===== config.mk =====
export PLATFORM = sky130hd
export DESIGN_NAME = fir_filter_circular_delay_line
export DESIGN_NICKNAME = d
export VERILOG_FILES = /design/src/rtl/core/fircdl_pkg.sv /design/src/rtl/core/fircdl_cell.sv /design/src/rtl/core/fircdl_mac.sv /design/src/rtl/core/fir_filter_circular_delay_line.sv
export SDC_FILE = /design/constraint.sdc
export NUM_CORES = 1
export LEC_CHECK = 0
export BUFFER_PORTS_ARGS = -buffer_cell sky130_fd_sc_hd__buf_2
export CELL_PAD_IN_SITES_DETAIL_PLACEMENT = 1
export CELL_PAD_IN_SITES_GLOBAL_PLACEMENT = 2
export CORE_ASPECT_RATIO = 1.5
export CORE_MARGIN = 10
export CORE_UTILIZATION = 45
export DETAILED_ROUTE_END_ITERATION = 10
export HOLD_SLACK_MARGIN = 0.03
export PLACE_DENSITY = 0.85
export SLEW_MARGIN = 10
export SYNTH_ARGS = -nofsm -noshare
export SYNTH_HDL_FRONTEND = slang
export SYNTH_SLANG_ARGS = --single-unit

===== constraint.sdc =====
create_clock -name clk -period 16.7 [get_ports clk]
set_input_delay 0.835 -clock clk [delete_from_list [all_inputs] [get_ports clk]]
set_output_delay 0.835 -clock clk [all_outputs]
set_load 0.05 [all_outputs]

===== src/rtl/core/fircdl_pkg.sv =====
// ----------------------------------------------------------------------------
// FIR filter package
// Widths, reset values and control types shared by the FIR filter modules.
// ----------------------------------------------------------------------------
`default_nettype none

package fircdl_pkg;

  localparam int SMP_W     = 16;
  localparam int PROD_W    = 2 * SMP_W;
  localparam int ACC_W     = PROD_W + 4;
  localparam int FRAC_W    = 15;
  localparam int NUM_COEFS = 8;
  localparam int COEF_IW   = 3;
  localparam int CFG_IW    = 4;
  localparam int TAPS_DEF  = 5;
  localparam int RST_TAPS  = 5;

  localparam logic signed [SMP_W-1:0] COEF_RST = 16'sd3277;

  typedef enum logic [1:0] {
    S_IDLE,
    S_MAC,
    S_ACC,
    S_OUT
  } state_t;

  typedef struct packed {
    logic clr;
    logic ins;
    logic rot;
  } cell_ctrl_t;

  typedef struct packed {
    logic clr;
    logic mul;
  } mac_ctrl_t;

  function automatic logic signed [SMP_W-1:0] coef_rst(input int idx);
    return (idx < RST_TAPS) ? COEF_RST : '0;
  endfunction

endpackage

`default_nettype wire


===== src/rtl/core/fircdl_cell.sv =====
// ----------------------------------------------------------------------------
// FIR delay cell
// One sample of the delay line; shifts older on insert, toward the head on rotate.
// ----------------------------------------------------------------------------
`default_nettype none

module fircdl_cell import fircdl_pkg::*; (
  input  wire logic                    clk,
  input  wire logic                    rst,
  input  wire cell_ctrl_t              ctrl,
  input  wire logic signed [SMP_W-1:0] d_prev,
  input  wire logic signed [SMP_W-1:0] d_next,
  output logic signed [SMP_W-1:0]      q
);

  always_ff @(posedge clk) begin
    if (rst || ctrl.clr) begin
      q <= '0;
    end else if (ctrl.ins) begin
      q <= d_prev;
    end else if (ctrl.rot) begin
      q <= d_next;
    end
  end

endmodule

`default_nettype wire


===== src/rtl/core/fircdl_mac.sv =====
// ----------------------------------------------------------------------------
// FIR multiply-accumulate
// Registered product, wide accumulator, round-half-up and 16-bit saturation.
// ----------------------------------------------------------------------------
`default_nettype none

module fircdl_mac import fircdl_pkg::*; (
  input  wire logic                    clk,
  input  wire logic                    rst,
  input  wire mac_ctrl_t               ctrl,
  input  wire logic signed [SMP_W-1:0] a,
  input  wire logic signed [SMP_W-1:0] b,
  output logic signed [SMP_W-1:0]      y
);

  localparam int SUM_W = ACC_W + 1;
  localparam int SH_W  = SUM_W - FRAC_W;

  logic signed [PROD_W-1:0] prod;
  logic                     prod_vld;
  logic signed [ACC_W-1:0]  acc;
  logic signed [SUM_W-1:0]  sum;
  logic signed [SH_W-1:0]   shifted;

  always_ff @(posedge clk) begin
    if (rst) begin
      prod_vld <= 1'b0;
    end else begin
      prod_vld <= ctrl.mul;
    end
  end

  always_ff @(posedge clk) begin
    if (ctrl.mul) begin
      prod <= a * b;
    end
  end

  always_ff @(posedge clk) begin
    if (ctrl.clr) begin
      acc <= '0;
    end else if (prod_vld) begin
      acc <= acc + ACC_W'(prod);
    end
  end

  assign sum     = SUM_W'(acc) + SUM_W'(1 << (FRAC_W - 1));
  assign shifted = sum[SUM_W-1:FRAC_W];

  always_comb begin
    if (&shifted[SH_W-1:SMP_W-1] || ~|shifted[SH_W-1:SMP_W-1]) begin
      y = shifted[SMP_W-1:0];
    end else if (shifted[SH_W-1]) begin
      y = {1'b1, {(SMP_W-1){1'b0}}};
    end else begin
      y = {1'b0, {(SMP_W-1){1'b1}}};
    end
  end

endmodule

`default_nettype wire


===== src/rtl/core/fir_filter_circular_delay_line.sv =====
// ----------------------------------------------------------------------------
// FIR filter, direct form
// Q1.15 FIR over a row of delay cells with one shared multiply-accumulate.
//
//   channel  | handshake            | payload
//   ---------+----------------------+--------------------
//   in       | in_valid / in_stall  | flush, sample_in
//   out      | out_valid / out_stall| sample_out
//   cfg      | cfg_we               | cfg_index, cfg_data
//
// After a sample transfer the block steps through S_MAC, where the shared
// multiplier works while the cells rotate past it, S_ACC to accumulate and
// S_OUT to load the output. A new item transfers only in S_IDLE, after that load.
// A flush clears the cells and gives no result.
// Reset clears the cells and loads the coefficient reset values.
// A stalled result holds the next one in the block, and the input stalls.
// ----------------------------------------------------------------------------
`default_nettype none

module fir_filter_circular_delay_line import fircdl_pkg::*; #(
  parameter int TAPS = TAPS_DEF
) (
  input  wire logic                    clk,
  input  wire logic                    rst,
  input  wire logic                    in_valid,
  output logic                         in_stall,
  input  wire logic                    flush,
  input  wire logic signed [SMP_W-1:0] sample_in,
  output logic                         out_valid,
  input  wire logic                    out_stall,
  output logic signed [SMP_W-1:0]      sample_out,
  input  wire logic                    cfg_we,
  input  wire logic [CFG_IW-1:0]       cfg_index,
  input  wire logic signed [SMP_W-1:0] cfg_data
);

  localparam int KW = (TAPS > 1) ? $clog2(TAPS) : 1;

  state_t                   state, state_next;
  logic [KW-1:0]            k, k_next;
  logic signed [SMP_W-1:0]  coef [NUM_COEFS];
  logic signed [SMP_W-1:0]  tap  [TAPS];
  cell_ctrl_t               cc;
  mac_ctrl_t                mc;
  logic signed [SMP_W-1:0]  mac_y;
  logic                     out_load;

  always_ff @(posedge clk) begin
    if (rst) begin
      for (int i = 0; i < NUM_COEFS; i++) begin
        coef[i] <= coef_rst(i);
      end
    end else if (cfg_we && cfg_index < CFG_IW'(NUM_COEFS)) begin
      coef[cfg_index[COEF_IW-1:0]] <= cfg_data;
    end
  end

  for (genvar g = 0; g < TAPS; g++) begin : g_cell
    logic signed [SMP_W-1:0] d_prev, d_next;
    if (g == 0) begin : g_head
      assign d_prev = sample_in;
    end else begin : g_body
      assign d_prev = tap[g-1];
    end
    if (g == TAPS - 1) begin : g_tail
      assign d_next = tap[0];
    end else begin : g_mid
      assign d_next = tap[g+1];
    end
    fircdl_cell u_cell (
      .clk    (clk),
      .rst    (rst),
      .ctrl   (cc),
      .d_prev (d_prev),
      .d_next (d_next),
      .q      (tap[g])
    );
  end

  fircdl_mac u_mac (
    .clk  (clk),
    .rst  (rst),
    .ctrl (mc),
    .a    (tap[0]),
    .b    (coef[COEF_IW'(k)]),
    .y    (mac_y)
  );

  always_ff @(posedge clk) begin
    if (rst) begin
      state <= S_IDLE;
      k     <= '0;
    end else begin
      state <= state_next;
      k     <= k_next;
    end
  end

  always_comb begin
    state_next = state;
    k_next     = k;
    cc         = '0;
    mc         = '0;
    in_stall   = 1'b1;
    out_load   = 1'b0;
    case (state)
      S_IDLE: begin
        in_stall = 1'b0;
        k_next   = '0;
        if (in_valid) begin
          if (flush) begin
            cc.clr = 1'b1;
          end else begin
            cc.ins     = 1'b1;
            mc.clr     = 1'b1;
            state_next = S_MAC;
          end
        end
      end
      S_MAC: begin
        mc.mul = 1'b1;
        cc.rot = 1'b1;
        if (k == KW'(TAPS - 1)) begin
          state_next = S_ACC;
        end else begin
          k_next = k + 1'b1;
        end
      end
      S_ACC: begin
        state_next = S_OUT;
      end
      S_OUT: begin
        if (!out_valid || !out_stall) begin
          out_load   = 1'b1;
          state_next = S_IDLE;
        end
      end
      default: begin
        state_next = S_IDLE;
      end
    endcase
  end

  always_ff @(posedge clk) begin
    if (rst) begin
      out_valid <= 1'b0;
    end else if (out_load) begin
      out_valid <= 1'b1;
    end else if (!out_stall) begin
      out_valid <= 1'b0;
    end
  end

  always_ff @(posedge clk) begin
    if (out_load) begin
      sample_out <= mac_y;
    end
  end

endmodule

`default_nettype wire


## After elaboration in Yosys (flattened, before gate mapping)

Memory sizes are Yosys's and may differ from the RTL's. A register that Yosys moved wholly into a read port is not among the register bits.
Index checks and enable logic that the tools add are counted.
W data, S select, Z words.

| operators by class | value |
|---|---|
| multiply operators | 1 |
| reductions and logical operators | 15 |
| divide/modulo/power cells | 0 |
| $lt $le $gt $ge | 1 |
| shift operators | 0 |
| muxes and demuxes | 41 |
| $add $sub $neg | 3 |
| equality and inequality tests | 10 |
| bitwise operators | 0 |

Operator list:

| operator | count |
|---|---|
| $mux W16 | 13 |
| $add A36 B16 Y37 const B | 1 |
| $add A36 B32 Y36 | 1 |
| $mul A16 B16 Y32 | 1 |
| $mux W1 | 16 |
| $reduce_or A16 Y1 | 1 |
| $mux W2 | 6 |
| $mux W3 | 4 |
| $ne A2 B2 Y1 const B | 5 |
| $pmux W2 S4 | 1 |
| $reduce_and A7 Y1 | 1 |
| $reduce_or A7 Y1 | 1 |
| $pmux W3 S2 | 1 |
| $eq A2 B2 Y1 const B | 2 |
| $lt A4 B4 Y1 const B | 1 |
| $reduce_and A4 Y1 | 1 |
| $reduce_bool A2 Y1 | 2 |
| $add A3 B1 Y3 const B | 1 |
| $eq A3 B3 Y1 const B | 1 |
| $logic_not A1 Y1 | 3 |
| $logic_or A1 B1 Y1 | 3 |
| $eq A2 B1 Y1 const B | 1 |
| $logic_not A2 Y1 | 1 |
| $ne A2 B1 Y1 const B | 1 |
| other kinds (2) | 2 |

| word-level totals | value |
|---|---|
| bits in registers | 171 |
| bits in latches | 0 |
| word-level logic and storage cells | 84 |
| memories kept | 1 |
| input bits | 42 |
| output and inout port bits | 18 |
| bits in writable memories | 128 |
| memory bits (read-only) | 0 |

Memories:

| memory | depth | width | rd ports | clocked after Yosys merged registers in | wr ports | line | source |
|---|---|---|---|---|---|---|---|
| coef | 8 | 16 | 1 | 1 | 8 | fir_filter_circular_delay_line.sv:41 | `logic signed [SMP_W-1:0] coef [NUM_COEFS];` |

## Longest topological paths before layout

| depth | value |
|---|---|
| depth in word-level cells | 7 |
| gate-level depth with buffers | 27 |
| mapped depth without buffers | 25 |

## By module

Synthesis repeated with hierarchy kept, for this count alone.

| unflattened totals | value |
|---|---|
| cell total of the unflattened synthesis | 2325 |
| area, all modules | 25418.1 um2 |

Modules (own cells, without submodules):

| module | cells an instance | area an instance (um2) | times used | seq. area each (um2) |
|---|---|---|---|---|
| fircdl_mac | 1561 | 14437.6 | 1 | 1701.6 |
| fir_filter_circular_delay_line | 409 | 6713.9 | 1 | 4504.3 |
| fircdl_cell | 71 | 853.3 | 5 | 320.3 |

## Least setup slack after synthesis

Ideal clock, no wire load.

| timing path | value |
|---|---|
| path type | reg2reg |
| from | register (tool-made name) |
| to | register u_mac.prod[31], data pin |
| required time | 16440 ps |
| clock period less this slack | 7656 ps |
| stages on the path, launching flop included | 25 |
| buffers on the path | 3 |
| path slack | 9044 ps |
| library setup time | 260 ps |
| data arrival time | 7396 ps |
| cells stage by stage | dfxtp_1 > clkbuf_1 > buf_2 > mux4_2 > mux2_2 > clkbuf_1 > nand2_1 > inv_1 > fa_1 > fa_1 > fa_1 > fa_1 > fa_1 > inv_1 > fa_1 > inv_1 > ha_1 > a21o_1 > a21o_1 > or3_1 > o221a_2 > o41ai_4 > o2111ai_1 > a21oi_1 > xnor2_1 |

RTL lines:

| item | line | source |
|---|---|---|
| end signal: assignment | fircdl_mac.sv:35 | `prod <= a * b;` |
| end: declaration | fircdl_mac.sv:19 | `logic signed [PROD_W-1:0] prod;` |

==> impl_metrics.py <==
metrics = {
    "run_status": {
        "status": "finished clean",
    },
    "clock_tree": {
        "cts_tree": "yes",
        "root_buffer": "clkbuf_16",
        "post-cts-setup-buffers": 0,
        "cts_htree_levels": 1,
        "cts-hold-fix-buffers": 0,
        "cts.sinks": 302,
        "cts_made_buffers": 31,
        "cts.repair.resized": 0,
        "clk_latency_ns": 0.60,
        "path_clk_slew_ns": 0.06,
        "ctsLongestPathBuffers": 3,
    },
    "synth": {
        "yosys.area_share.simple": 0.145,
        "synth.area.mux_share": 0.0791,
        "synth-compound-area-share": 0.0820,
        "yosys-top-cells-area": "edfxtp_1 (22%), fa_1 (22%), dfxtp_1 (10%), ha_1 (6.3%), inv_1 (4.9%)",
        "synth_edf_count": 176,
        "yosys_warnings": 0,
        "synthCells": 2342,
        "yosysTopAreaCellShare": 0.216,
        "synth_top_family_by_area": "adder cells",
        "syn_avg_cell_area_um2": 10.4,
        "synth_area_um2": 24500,
        "syn_nets": 2771,
        "synth_xor_area_frac": 0.0286,
        "ys_types": 64,
        "synth_top_flop_cell": "edfxtp_1",
        "synth_seq_area_share": 0.319,
        "ys_async_sr_fraction": 0,
        "ys_seq_elements": 302,
        "synth_top_area_cell": "edfxtp_1",
        "synth_adder_area_share": 0.279,
    },
    "timing": {
        "slew_headroom": 0.305,
        "rsz0062_at_grt": "false",
        "period_minus_slack_ns": 8.13,
        "fmax_mhz": 123,
        "tightest_slew_ns": 1.04,
        "finalSetupViolCount": 0,
        "report.final.slew_viol_count": 0,
        "fin_crit_sh": 0.487,
        "setup_tns_ns": 0,
        "finClkSkew_ns": 0.0208,
        "hold_violations": 0,
        "hold-worst-slack_ns": 0.506,
    },
    "routing": {
        "vias_per_cell": 5.45,
        "wl_um": 60800,
        "wire_per_inst_um": 19.9,
        "drt_iter0_drc": 763,
        "postRouteAntennaNets": 0,
        "via_count": 16633,
        "dr.pass1.iters": 5,
        "drc": 0,
    },
    "critical_path": {
        "rr_endpoint": "u_mac.prod[31]",
        "reg2reg_setup_slack_ns": 8.57,
        "worst-setup-path-type": "register to register",
        "cp_max_fo": 32,
        "worst_path_most_repeated_cell": "fa_1",
        "cp_slowest_cell": "fa_1",
        "endpoint_kind": "register",
        "crit_chain": "buf_4, mux4_2, mux2_2, nand2_1, inv_1, fa_1, fa_1, fa_1, fa_1, fa_1, inv_1, fa_1, inv_1, ha_1, a21o_1, a21o_1, or3_1, o221a_2, o41ai_4, o2111ai_1, a21oi_1, xnor2_1",
        "critPathRequiredTime_ns": 17.03,
        "cp.arrival_ns": 8.46,
        "cp-start-kind": "register",
        "ff2ff_path_depth": 22,
        "slowest_delay_ns": 0.90,
    },
    "grt": {
        "antenna_found_initial": 0,
        "grt_max_degree": 101,
        "track_usage": 0.191,
        "grt_pass1_vias": 18991,
        "grt_pass1_wl_um": 99600,
        "grt-ovfl-total": 0,
    },
    "die": {
        "fp.dieH_um": 306,
        "dieArea_um2": 64300,
        "io-pin-count": 60,
        "core_area_um2": 53700,
        "die_w_um": 210,
        "row_count": 104,
        "initial_core_util": 0.455,
    },
    "placement": {
        "place.gp.congestion": 0.834,
        "dp_hpwl_um": 45700,
        "io_buffers": 59,
    },
    "hold_path": {
        "min_from": "u_mac.acc[7]",
        "hold_path_class": "register to register",
        "whs_endpoint": "u_mac.acc[7]",
        "hold_path_depth": 2,
    },
    "finish": {
        "area_growth_pct": 8.11,
        "num-nets-final": 2770,
        "num-fill-cells": 5845,
        "drive_above_1_share": 0.0854,
        "antenna_cells": 0,
    },
    "job": {
        "drv_cap": 0,
    },
}
[worst max-delay path by stage]
stage                endpoint  slack (ns)  cells past startpoint
5_1_grt        u_mac.prod[31]        8.09                     22
3_5_place_dp   u_mac.prod[31]        8.48                     22
6_report       u_mac.prod[31]        8.57                     22
4_1_cts        u_mac.prod[31]        8.47                     22
2_1_floorplan  u_mac.prod[31]        9.04                     24
3_3_place_gp   u_mac.prod[31]        8.65                     22
[logic make-up (layout without fill, tap and decap cells)]
group / Yosys count / in the layout
AND/OR/NAND/NOR: 690 / 690
flip-flops: 302 / 302
adder cells (fa/ha/maj): 387 / 387
multiplexers: 152 / 152
AO/OA/AOI/OAI: 297 / 297
buffers and inverters: 434 / 457
XOR/XNOR: 80 / 80
[per-stage QoR]
| stage | utilization | std cells | instance area, um^2 | setup WS (ns) |
|---|---|---|---|---|
| after global routing | 0.492 | 3054 | 26400 | 8.09 |
| after floorplan | - | 2342 | 24500 | 9.04 |
| after detailed placement | 0.472 | 2997 | 25400 | 8.48 |
| final | 0.492 | 3054 | 26400 | 8.57 |
| after CTS | 0.492 | 3054 | 26400 | 8.47 |
| after global placement | 0.472 | 2997 | 25400 | 8.65 |
[final cells by class]
type / instances / area [um^2] / share of cell area
clock inverters: 12 / 158 / 0.00596
flip-flops and latches: 302 / 7810 / 0.295
repair buffers: 82 / 468 / 0.0177
well taps: 689 / 862 / 0.0326
multi-input cells: 1606 / 15000 / 0.569
inverters: 318 / 1190 / 0.0451
clock buffers: 45 / 920 / 0.0348
[cell usage in the layout (no fill, tap or decap), drive strengths merged, types with 79 or more instances in the layout]
| cell | Yosys | final |
|---|---|---|
| inv | 318 | 321 |
| fa | 263 | 263 |
| edfxtp | 176 | 176 |
| nor2 | 165 | 165 |
| nand2 | 141 | 141 |
| and2 | 140 | 140 |
| dfxtp | 126 | 126 |
| ha | 124 | 124 |
| mux2i | 110 | 110 |
| a211oi | 93 | 93 |
| nor2b | 89 | 89 |
| buf | 22 | 82 |
| a21oi | 79 | 79 |
[layer usage]
layer  global-route usage  vias up  share of wire
li1                     -     7757              -
met1                0.216     8529           0.40
met2                0.363      248           0.54
met3               0.0201       99          0.029
met4               0.0616        0          0.030
met5                    0        -              0
[flip-flops by register name, summed over array words and instances, names as in the netlist, 2 cells and up, named ones only]
name / count
coef: 128
g_cell.u_cell.q: 80
u_mac.acc: 36
u_mac.prod: 32
sample_out: 16
k: 3
state: 2
[worst max-delay path, delay by kind of cell (launching register included)]
family	cells	cell delay, ns
and+or+nand+nor	2	0.52
muxes	2	1.00
AOI/OAI and AO/OA	6	1.34
DFF	1	0.31
adders and majority gates	7	3.88
buffers and inverters	4	0.69
xor gates and xnor gates	1	0.10
[synth_stat cells, types with 9 or more instances]
cell / n
inv_1: 318
fa_1: 263
edfxtp_1: 176
nor2_1: 165
nand2_1: 141
and2_1: 140
dfxtp_1: 126
ha_1: 124
mux2i_1: 110
a211oi_1: 92
nor2b_1: 89
clkbuf_1: 88
a21oi_1: 79
xnor2_1: 47
nand2b_1: 43
o21ai_0: 35
xor2_1: 33
mux4_2: 32
a21o_1: 31
or3_1: 27
nand3_1: 19
buf_1: 18
or2_2: 13
nand4_1: 12
nor3_1: 12
mux2_2: 10
and3_1: 9
Power is not shown: default switching activity piles up to over one toggle a cycle in this logic, so the estimate is an artifact.
